===== src/hdl/tcm_pkg.sv =====
// Shared types and constants for the trie command matcher.
`default_nettype none

package tcm_pkg;

  // Sequencer states, one-hot.
  typedef enum logic [6:0] {
    ST_IDLE   = 7'b0000001,
    ST_CNT    = 7'b0000010,
    ST_ENTRY  = 7'b0000100,
    ST_LINK   = 7'b0001000,
    ST_REDUCE = 7'b0010000,
    ST_REMAIN = 7'b0100000,
    ST_RESULT = 7'b1000000
  } tcm_state_e;

  // Action codes carried on the input tuser bit.
  localparam logic ACT_WRITE = 1'b0;
  localparam logic ACT_CHAR  = 1'b1;

  localparam logic [7:0] CHAR_UPPER_A    = 8'd65;
  localparam logic [7:0] CHAR_UPPER_Z    = 8'd90;
  localparam logic [7:0] CASE_OFFSET     = 8'd32;
  localparam logic [7:0] ENTRY_CHAR_MASK = 8'h7F;
  localparam int         TERM_BIT        = 7;

endpackage

`default_nettype wire


===== src/hdl/tcm_ram.sv =====
// Generic single-write, single-read RAM with registered read data.
`default_nettype none

module tcm_ram #(
  parameter int WIDTH = 8,
  parameter int DEPTH = 256
) (
  input  wire logic                     clk_i,
  input  wire logic                     we_i,
  input  wire logic [$clog2(DEPTH)-1:0] waddr_i,
  input  wire logic [WIDTH-1:0]         wdata_i,
  input  wire logic [$clog2(DEPTH)-1:0] raddr_i,
  output      logic [WIDTH-1:0]         rdata_o
);

  logic [WIDTH-1:0] mem_q [DEPTH];

  always_ff @(posedge clk_i) begin
    if (we_i) begin
      mem_q[waddr_i] <= wdata_i;
    end
    rdata_o <= mem_q[raddr_i];
  end

endmodule

`default_nettype wire


===== src/hdl/trie_command_matcher.sv =====
// Trie command matcher: sequencer walking a byte-table trie one read per cycle.
// Sequence: a table write word has its result word valid right after the accepting edge;
// a character word reads the count byte, then entry and link bytes per entry scanned,
// then reduce and remain states if it steps to a child (link reduced modulo the table depth).
// Throughput: one table read per cycle through the single RAM read port; no new word
// is taken until the result word is out. Reset returns the node pointer to the root.
`default_nettype none

module trie_command_matcher #(
  parameter int TABLE_DEPTH = 256,
  parameter int LINK_BYTES  = 1
) (
  input  wire logic        clk_i,
  input  wire logic        rst_ni,
  // input words
  input  wire logic        s_axis_tvalid_i,
  output      logic        s_axis_tready_o,
  input  wire logic [23:0] s_axis_tdata_i,  // table_addr[7:0], table_byte[15:8], char_in[23:16]
  input  wire logic        s_axis_tuser_i,  // action
  // result words
  output      logic        m_axis_tvalid_o,
  input  wire logic        m_axis_tready_i,
  output      logic [7:0]  m_axis_tdata_o,  // command_index
  output      logic [1:0]  m_axis_tuser_o   // command_valid[0], still_matching[1]
);

  import tcm_pkg::*;

  localparam int AW  = $clog2(TABLE_DEPTH);
  localparam int LW  = 8 * LINK_BYTES;
  localparam int DW  = LW + 1;
  localparam int BCW = (LINK_BYTES > 1) ? $clog2(LINK_BYTES) : 1;
  localparam logic [AW-1:0]  LAST_ADDR = AW'(TABLE_DEPTH - 1);
  localparam logic [8:0]     DEPTH_9   = 9'(TABLE_DEPTH);
  localparam logic [DW-1:0]  DEPTH_D   = DW'(TABLE_DEPTH);
  localparam logic [LW-1:0]  RECIP     = LW'((2 ** LW) / TABLE_DEPTH);
  localparam logic [BCW-1:0] LAST_BYTE = BCW'(LINK_BYTES - 1);

  // table pointer steps with wrap at the table end
  function automatic logic [AW-1:0] wrap_inc(input logic [AW-1:0] p);
    wrap_inc = (p == LAST_ADDR) ? '0 : p + AW'(1);
  endfunction

  tcm_state_e state_q, state_d;
  logic [AW-1:0]  node_q, node_d;
  logic [AW-1:0]  pos_q, pos_d;
  logic [7:0]     ch_q, ch_d;
  logic [7:0]     entry_q, entry_d;
  logic [7:0]     rem_q, rem_d;      // entries left in the node
  logic [BCW-1:0] bcnt_q, bcnt_d;    // link byte index
  logic [LW-1:0]  link_q, link_d;
  logic [LW-1:0]  quot_q, quot_d;    // link / depth, low by at most one
  logic           res_cv_q, res_cv_d;
  logic [7:0]     res_idx_q, res_idx_d;
  logic           res_sm_q, res_sm_d;
  logic           m_valid_q, m_valid_d;
  logic [7:0]     m_data_q, m_data_d;
  logic [1:0]     m_user_q, m_user_d;

  logic           accept;
  logic           out_free;
  logic           ram_we;
  logic [AW-1:0]  ram_raddr;
  logic [7:0]     ram_rdata;
  logic [7:0]     in_addr, in_byte, in_char, char_fold;
  logic [LW-1:0]  link_full;
  logic           entry_hit;
  logic [2*LW-1:0] quot_prod;
  logic [DW-1:0]  rem_est;
  logic [DW-1:0]  rem_fix;

  assign in_addr = s_axis_tdata_i[7:0];
  assign in_byte = s_axis_tdata_i[15:8];
  assign in_char = s_axis_tdata_i[23:16];

  // ASCII upper case folds to lower case
  assign char_fold = (in_char >= CHAR_UPPER_A && in_char <= CHAR_UPPER_Z)
                     ? in_char + CASE_OFFSET : in_char;

  assign out_free        = !m_valid_q || m_axis_tready_i;
  assign s_axis_tready_o = (state_q == ST_IDLE) && out_free;
  assign accept          = s_axis_tvalid_i && s_axis_tready_o;

  // writes past the table are dropped
  assign ram_we    = accept && (s_axis_tuser_i == ACT_WRITE) && ({1'b0, in_addr} < DEPTH_9);
  assign ram_raddr = (state_q == ST_IDLE) ? node_q : pos_q;

  assign link_full = LW'({link_q, ram_rdata});
  assign entry_hit = ((entry_q & ENTRY_CHAR_MASK) == ch_q);

  // link mod depth by reciprocal multiply: quotient estimate is exact or one
  // short, so the remainder estimate is below twice the depth
  assign quot_prod = (2*LW)'(link_q) * (2*LW)'(RECIP);
  assign rem_est   = DW'(link_q) - DW'(quot_q) * DEPTH_D;
  assign rem_fix   = (rem_est >= DEPTH_D) ? rem_est - DEPTH_D : rem_est;

  tcm_ram #(
    .WIDTH(8),
    .DEPTH(TABLE_DEPTH)
  ) u_table (
    .clk_i  (clk_i),
    .we_i   (ram_we),
    .waddr_i(in_addr[AW-1:0]),
    .wdata_i(in_byte),
    .raddr_i(ram_raddr),
    .rdata_o(ram_rdata)
  );

  always_comb begin
    state_d   = state_q;
    node_d    = node_q;
    pos_d     = pos_q;
    ch_d      = ch_q;
    entry_d   = entry_q;
    rem_d     = rem_q;
    bcnt_d    = bcnt_q;
    link_d    = link_q;
    quot_d    = quot_q;
    res_cv_d  = res_cv_q;
    res_idx_d = res_idx_q;
    res_sm_d  = res_sm_q;
    m_valid_d = m_valid_q && !m_axis_tready_i;
    m_data_d  = m_data_q;
    m_user_d  = m_user_q;

    unique case (state_q)
      ST_IDLE: begin
        if (accept) begin
          if (s_axis_tuser_i == ACT_WRITE) begin
            m_valid_d = 1'b1;
            m_data_d  = '0;
            m_user_d  = '0;
          end else begin
            // count byte read is in flight at node_q
            ch_d    = char_fold;
            pos_d   = wrap_inc(node_q);
            state_d = ST_CNT;
          end
        end
      end
      ST_CNT: begin
        res_cv_d  = 1'b0;
        res_idx_d = '0;
        res_sm_d  = 1'b0;
        if (ram_rdata == '0) begin
          node_d  = '0;
          state_d = ST_RESULT;
        end else begin
          rem_d   = ram_rdata;
          pos_d   = wrap_inc(pos_q);
          state_d = ST_ENTRY;
        end
      end
      ST_ENTRY: begin
        entry_d = ram_rdata;
        bcnt_d  = '0;
        pos_d   = wrap_inc(pos_q);
        state_d = ST_LINK;
      end
      ST_LINK: begin
        link_d = link_full;
        if (bcnt_q != LAST_BYTE) begin
          bcnt_d = bcnt_q + BCW'(1);
          pos_d  = wrap_inc(pos_q);
        end else if (entry_hit) begin
          if (entry_q[TERM_BIT]) begin
            res_cv_d  = 1'b1;
            res_idx_d = ram_rdata;
            node_d    = '0;
            state_d   = ST_RESULT;
          end else begin
            state_d = ST_REDUCE;
          end
        end else if (rem_q == 8'd1) begin
          node_d  = '0;
          state_d = ST_RESULT;
        end else begin
          rem_d   = rem_q - 8'd1;
          pos_d   = wrap_inc(pos_q);
          state_d = ST_ENTRY;
        end
      end
      ST_REDUCE: begin
        quot_d  = quot_prod[2*LW-1:LW];
        state_d = ST_REMAIN;
      end
      ST_REMAIN: begin
        node_d   = rem_fix[AW-1:0];
        res_sm_d = 1'b1;
        state_d  = ST_RESULT;
      end
      ST_RESULT: begin
        if (out_free) begin
          m_valid_d = 1'b1;
          m_data_d  = res_idx_q;
          m_user_d  = {res_sm_q, res_cv_q};
          state_d   = ST_IDLE;
        end
      end
      default: begin
        state_d = ST_IDLE;
      end
    endcase
  end

  // control state
  always_ff @(posedge clk_i or negedge rst_ni) begin
    if (!rst_ni) begin
      state_q   <= ST_IDLE;
      node_q    <= '0;
      m_valid_q <= 1'b0;
    end else begin
      state_q   <= state_d;
      node_q    <= node_d;
      m_valid_q <= m_valid_d;
    end
  end

  // datapath
  always_ff @(posedge clk_i) begin
    pos_q     <= pos_d;
    ch_q      <= ch_d;
    entry_q   <= entry_d;
    rem_q     <= rem_d;
    bcnt_q    <= bcnt_d;
    link_q    <= link_d;
    quot_q    <= quot_d;
    res_cv_q  <= res_cv_d;
    res_idx_q <= res_idx_d;
    res_sm_q  <= res_sm_d;
    m_data_q  <= m_data_d;
    m_user_q  <= m_user_d;
  end

  assign m_axis_tvalid_o = m_valid_q;
  assign m_axis_tdata_o  = m_data_q;
  assign m_axis_tuser_o  = m_user_q;

endmodule

`default_nettype wire


===== config.mk =====
export PLATFORM = sky130hd
export DESIGN_NAME = trie_command_matcher
export DESIGN_NICKNAME = d
export VERILOG_FILES = /design/src/hdl/tcm_pkg.sv /design/src/hdl/tcm_ram.sv /design/src/hdl/trie_command_matcher.sv
export SDC_FILE = /design/constraint.sdc
export NUM_CORES = 2
export LEC_CHECK = 0
export BUFFER_PORTS_ARGS = -buffer_cell sky130_fd_sc_hd__buf_2
export CORE_UTILIZATION = 23
export CTS_CLUSTER_DIAMETER = 40
export DETAILED_ROUTE_END_ITERATION = 16
export GPL_ROUTABILITY_DRIVEN = 0
export SYNTH_ARGS = -nofsm -noshare
export SYNTH_HDL_FRONTEND = slang
export SYNTH_SLANG_ARGS = --single-unit

===== constraint.sdc =====
create_clock -name clk_i -period 5 [get_ports clk_i]
set_input_delay 1 -clock clk_i [delete_from_list [all_inputs] [get_ports clk_i]]
set_output_delay 1 -clock clk_i [all_outputs]
set_load 0.01 [all_outputs]

## Word-level counts from Yosys, hierarchy flattened

Memory sizes are Yosys's and may differ from the RTL's. A register that Yosys moved wholly into a read port is not among the register bits.
Index checks and enable logic that the tools add are counted.

- Memories kept: 1
- Bits in writable memories: 2048
- Output and inout port bits: 12
- Register bits after elaboration: 77
- Word-level logic and storage cells: 130
- Latch bits: 0
- Memory bits (read-only): 0
- Input bits: 29

- Divide/modulo/power cells: 0
- $add $sub $neg: 6
- Muxes and demuxes: 57
- Multipliers: 0
- Bitwise gates (word level): 1
- Reductions and logical operators: 22
- $lt $le $gt $ge: 3
- Shift operators: 0
- Eq/ne operators: 26

Memory list:

| name | depth | bits a word | rd ports | clocked after Yosys merged registers in | wr ports | RTL line | source |
|---|---|---|---|---|---|---|---|
| u_table.mem_q | 256 | 8 | 1 | 1 | 1 | tcm_ram.sv:16 | `logic [WIDTH-1:0] mem_q [DEPTH];` |

Operators by type and width:

| operator | number |
|---|---|
| $mux W8 | 26 |
| $mux W7 | 8 |
| $pmux W7 S7 | 1 |
| $pmux W8 S2 | 3 |
| $pmux W8 S4 | 1 |
| $pmux W8 S3 | 1 |
| $ne A2 B2 Y1 const B | 11 |
| $add A8 B1 Y8 const B | 2 |
| $eq A8 B8 Y1 const B | 2 |
| $sub A8 B1 Y8 const B | 2 |
| $ne A3 B3 Y1 const B | 4 |
| $reduce_and A4 Y1 | 3 |
| $reduce_and A5 Y1 | 2 |
| $ge A8 B9 Y1 const B | 1 |
| $mux W1 | 9 |
| $add A8 B6 Y8 const B | 1 |
| $eq A7 B8 Y1 | 1 |
| $eq A8 B1 Y1 const B | 1 |
| $ge A8 B7 Y1 const B | 1 |
| $le A8 B7 Y1 const B | 1 |
| $logic_not A8 Y1 | 1 |
| $pmux W1 S2 | 4 |
| $reduce_bool A2 Y1 | 4 |
| $eq A7 B1 Y1 const B | 1 |
| other kinds (17) | 24 |

## Longest topological paths before layout

- Word-level depth: 7
- Depth in mapped cells: 14
- Gate-level depth less buffers: 9

## Hierarchy

From an unflattened synthesis, not the netlist that was laid out.

- Cells, all modules: 4023
- Area total of the unflattened synthesis: 83123.5 um^2

Modules (own cells, without submodules):

| module | area an instance (um^2) | instances | cells each | sequential area each (um^2) |
|---|---|---|---|---|
| tcm_ram | 79556.3 | 1 | 3733 | 61659.1 |
| trie_command_matcher | 3567.2 | 1 | 290 | 2203.4 |

## Worst setup path before layout

Ideal clock, no wire load.

- Kind: flip-flop to flip-flop
- Start: register state_q[0]
- End: memory u_table.mem_q[220][0], enable pin
- Required time: 4.630 ns
- Arrival time: 2.810 ns
- Period minus slack after synthesis: 3.180 ns
- Setup time: 0.370 ns
- Buffers on the path: 2
- Path slack: 1.820 ns
- Cell stages (with the launch flop): 9
- Cell sequence: dfstp_2 nor4b_2 buf_2 nand2_1 nor4b_2 nor3b_1 nand3_1 clkbuf_1 nor2_1

- Word-level cells in the longest chain between the ends: 6

Ends and longest elaborated chain:

| item | RTL line | source |
|---|---|---|
| from (decl) | trie_command_matcher.sv:44 | `tcm_state_e state_q, state_d;` |
| from (signal assigned) | trie_command_matcher.sv:213 | `state_q <= state_d;` |
| $eq A7 B1 Y1 | trie_command_matcher.sv:81 | `assign s_axis_tready_o = (state_q == ST_IDLE) && out_free;` |
| $logic_and A1 B1 Y1 | trie_command_matcher.sv:81 |  |
| $logic_and A1 B1 Y1 | trie_command_matcher.sv:82 | `assign accept = s_axis_tvalid_i && s_axis_tready_o;` |
| $logic_and A1 B1 Y1 | trie_command_matcher.sv:85 | `assign ram_we = accept && (s_axis_tuser_i == ACT_WRITE) && ({1'b0, in_addr} < DEPTH_9);` |
| $mux W1 | tcm_ram.sv:19 | `if (we_i) begin` |
| $mux W1 (not written as such) | tcm_ram.sv:20 | `mem_q[waddr_i] <= wdata_i;` |
| to (decl) | tcm_ram.sv:16 |  |

Every way passes these cells.

## Final worst setup path

- Start: register state_q[0]
- End: register u_table.rdata_o[4], read port of u_table.mem_q

- Word-level cells in the longest chain between the ends: 2

Ends and longest elaborated chain:

| item | RTL line | source |
|---|---|---|
| $eq A7 B1 Y1 | trie_command_matcher.sv:86 | `assign ram_raddr = (state_q == ST_IDLE) ? node_q : pos_q;` |
| $mux W8 | trie_command_matcher.sv:86 |  |
| to (decl) | tcm_ram.sv:13 | `output logic [WIDTH-1:0] rdata_o` |

Every way passes these cells.
A chain may end at the register's enable or synchronous reset.

==> flow_summary.toml <==
[placed_design]
place_hpwl_um = 156300
placedInstanceArea_um2 = 92960
port_buffers = 40
preCtsSetupSlack_ns = 0.1397

[logic_synthesis]
synthDominantCellAreaShare = 0.7368
synthArstFlopShare = 0.007505
yosysWarnings = 0
synth-edff-count = 2108
synth_fa_ha_area_frac = 0.0007282
yosys.area.top_type = "edfxtp_1"
syn_area_um2 = 85910
synthXorXnorAreaFrac = 0.002549
synth.area.top_cells = "edfxtp_1, nand3_1, mux2i_1"
syn-num-nets = 6055
yosysUniqueCellTypes = 72
muxShareOfSynthArea = 0.03618
synth_top_family_by_area = "compound AO/OA/AOI/OAI gates"
synth_ff_type = "edfxtp_1"
synth_cells = 6021
ys_top_cells_by_count = "edfxtp_1, nand3_1, o21ai_0, a21oi_1, mux2i_1"
ys_seq_elements = 2132
synthSimpleGateAreaFrac = 0.09247
synth-compound-area-share = 0.09950
synth_most_common_cell = "edfxtp_1"
avgSynthCellArea_um2 = 14.27
ys_seq_area_frac = 0.7434

[worst_hold_path]
hold_path_class = "input port to asynchronous set/reset pin"

[clocking]
cts_tree = "yes"
ctsLongestPathBuffers = 4
clockRootBuffer = "clkbuf_16"
post_cts_buffers = 0
clk_latency_ns = 0.95
clock_sinks = 2132
postCtsResizedCells = 0
htree_levels = 5
ctsHoldBuffers = 0
clk_pin_slew_ns = 0.05
cts_made_buffers = 312

[global_route]
grt_start_max_net_pins = 157
antenna_found_initial = 14
grt_pass1_wl_um = 381600
grt_usage = 0.1356
grt_pass1_vias = 53630
grt-ovfl-total = 0

[routing]
via_per_inst = 4.958
ant_nets = 0
wl_um = 264500
drt_iter0_drc = 8309
dr.pass1.iters = 9
route.detailed.drc = 0
vias = 56180
routedWlPerCell_um = 23.34

[die]
die_area_um2 = 376000
pin_count = 41
rows = 224
die_w_um = 613.2
die_h_um = 613.2
initial_utilization = 0.2310
core_area_um2 = 371900

[cells_and_area]
area_growth_pct = 20.19
final_area_um2 = 103300
final_nets = 6157
drive_gt1_frac = 0.1324
fin_util = 0.2776

[sta]
worst_slew_pin_slew_ns = 1.279
finalWorstSetupSlack_ns = -0.05362
post-route-period-util = 1.011
finalHoldViolCount = 0
rsz0062_at_grt = "false"
period_needed_ns = 5.054
finalSetupViolCount = 1
fin_setup_tns_ns = -0.05362
slew_headroom = 0.1471
fmaxAchievable_mhz = 197.9
drv_slew = 0
skew_ns = 0.08298

[worst_setup_path]
path_buf_inv = 2
worstPathRequired_ns = 5.76
cp-end-kind = "register"
critPathTopFamily = "compound AO/OA/AOI/OAI gates"
critPathLaunch = "state_q[0]"
reg2reg_depth = 10
max_stage_delay_ns = 0.79
rr_startpoint = "state_q[0]"
cp_max_fo = 48
cp.arrival_ns = 5.81
crit_slowest_cell = "nor4_1"
cp_cell_sequence = "or4b_4 -> o211a_1 -> o2bb2ai_4 -> buf_12 -> a21oi_1 -> o41ai_1 -> o311ai_0 -> nor4_1 -> buf_4 -> nor4_1"
crit_cells = 10
cp-start-kind = "register"
cp_common_cell = "nor4_1"
critPathKind = "register to register"

[run]
drv_cap = 0

[power_and_ir_drop]
power_density_nw_per_um2 = 526.1
p_leak_nw = 33.08
p_total_mw = 54.33
ir_drop_mv = 0.5412

[outcome]
violations = "negative setup slack"
status = "finished with violations"
layout by cell type (no fill, tap or decap), types with 15 or more instances in the layout:
cell,synthesis,layout
a211oi_1,39,39
a21oi_1,303,303
a22o_1,20,20
a31o_2,22,22
a31oi_1,155,154
a32o_1,15,15
and2_1,18,18
and3_1,62,61
buf_12,0,51
buf_2,152,32
buf_4,14,193
bufinv_16,0,35
clkbuf_1,292,32
clkbuf_16,0,317
clkinv_1,0,24
clkinv_2,0,24
clkinv_4,0,22
clkinvlp_4,0,32
dfrtp_1,15,15
edfxtp_1,2108,2108
inv_6,0,44
mux2i_1,297,297
nand2_1,277,275
nand3_1,799,794
nand4_1,74,74
nor2_1,277,275
nor4_1,60,59
o21ai_0,573,573
o22a_1,112,112
o22ai_1,25,25
o311ai_0,15,15
o41ai_1,47,47
xnor2_1,19,19
worst paths after layout:
kind	to	slack, ns
worst max-delay path	u_table.rdata_o[4]	-0.05
worst min-delay path	m_axis_tvalid_o	0.05
worst max register to register	u_table.rdata_o[4]	-0.05
worst min register to register	node_q[0]	0.45
max in group asynchronous	state_q[0]	4.61
min in group clk_i	ch_q[4]	0.33
metal layers:
metal,vias to the layer above,part of all wire,global-route usage,wire length (um)
met5,-,0.000034,0,9
met4,2,0.039,0.05370,10270
met3,552,0.11,0.03265,28750
met2,3354,0.46,0.2094,120600
met1,28400,0.40,0.1824,104800
li1,23870,-,-,-
registers in the layout (all words and copies together), names as in the netlist, 2 cells and up:
name and cells:
state_q 7, ch_q 8, u_table.mem_q 2048, pos_q 8
rem_q 8, m_axis_tuser_o 2, node_q 8, m_axis_tdata_o 8
entry_q 8, res_idx_q 8, link_q 8, u_table.rdata_o 8
layout make-up:
cell class	instances	area [um^2]
fill	37180	268700
tap	4972	6221
timing repair buffer	284	2750
clock inverter	192	2218
multi-input combinational	3381	20080
inverter	12	45.04
sequential	2132	63860
antenna	9	22.52
clock buffer	349	8053
metrics by stage:
step,cells,hold WS (ns)
global route,11320,0.04834
CTS,11320,0.0008316
global placement,10780,0.4516
detailed placement,10780,0.4695
finish,11330,0.05282
floorplan,6021,0.4103
cells by family after synthesis:
| logic type | after synthesis |
|---|---|
| AND/OR/NAND/NOR | 1633 |
| buffers and inverters | 508 |
| AO/OA/AOI/OAI | 1409 |
| XOR/XNOR | 25 |
| flip-flops | 2132 |
| multiplexers | 309 |
| adder cells (fa/ha/maj) | 5 |
report_power, final:
part	switching [mW]	internal, mW
logic	8.63	3.99
registers	0.235	19.8
clock network	8.14	13.5
Note: power is estimated with default switching activity, not from simulation.
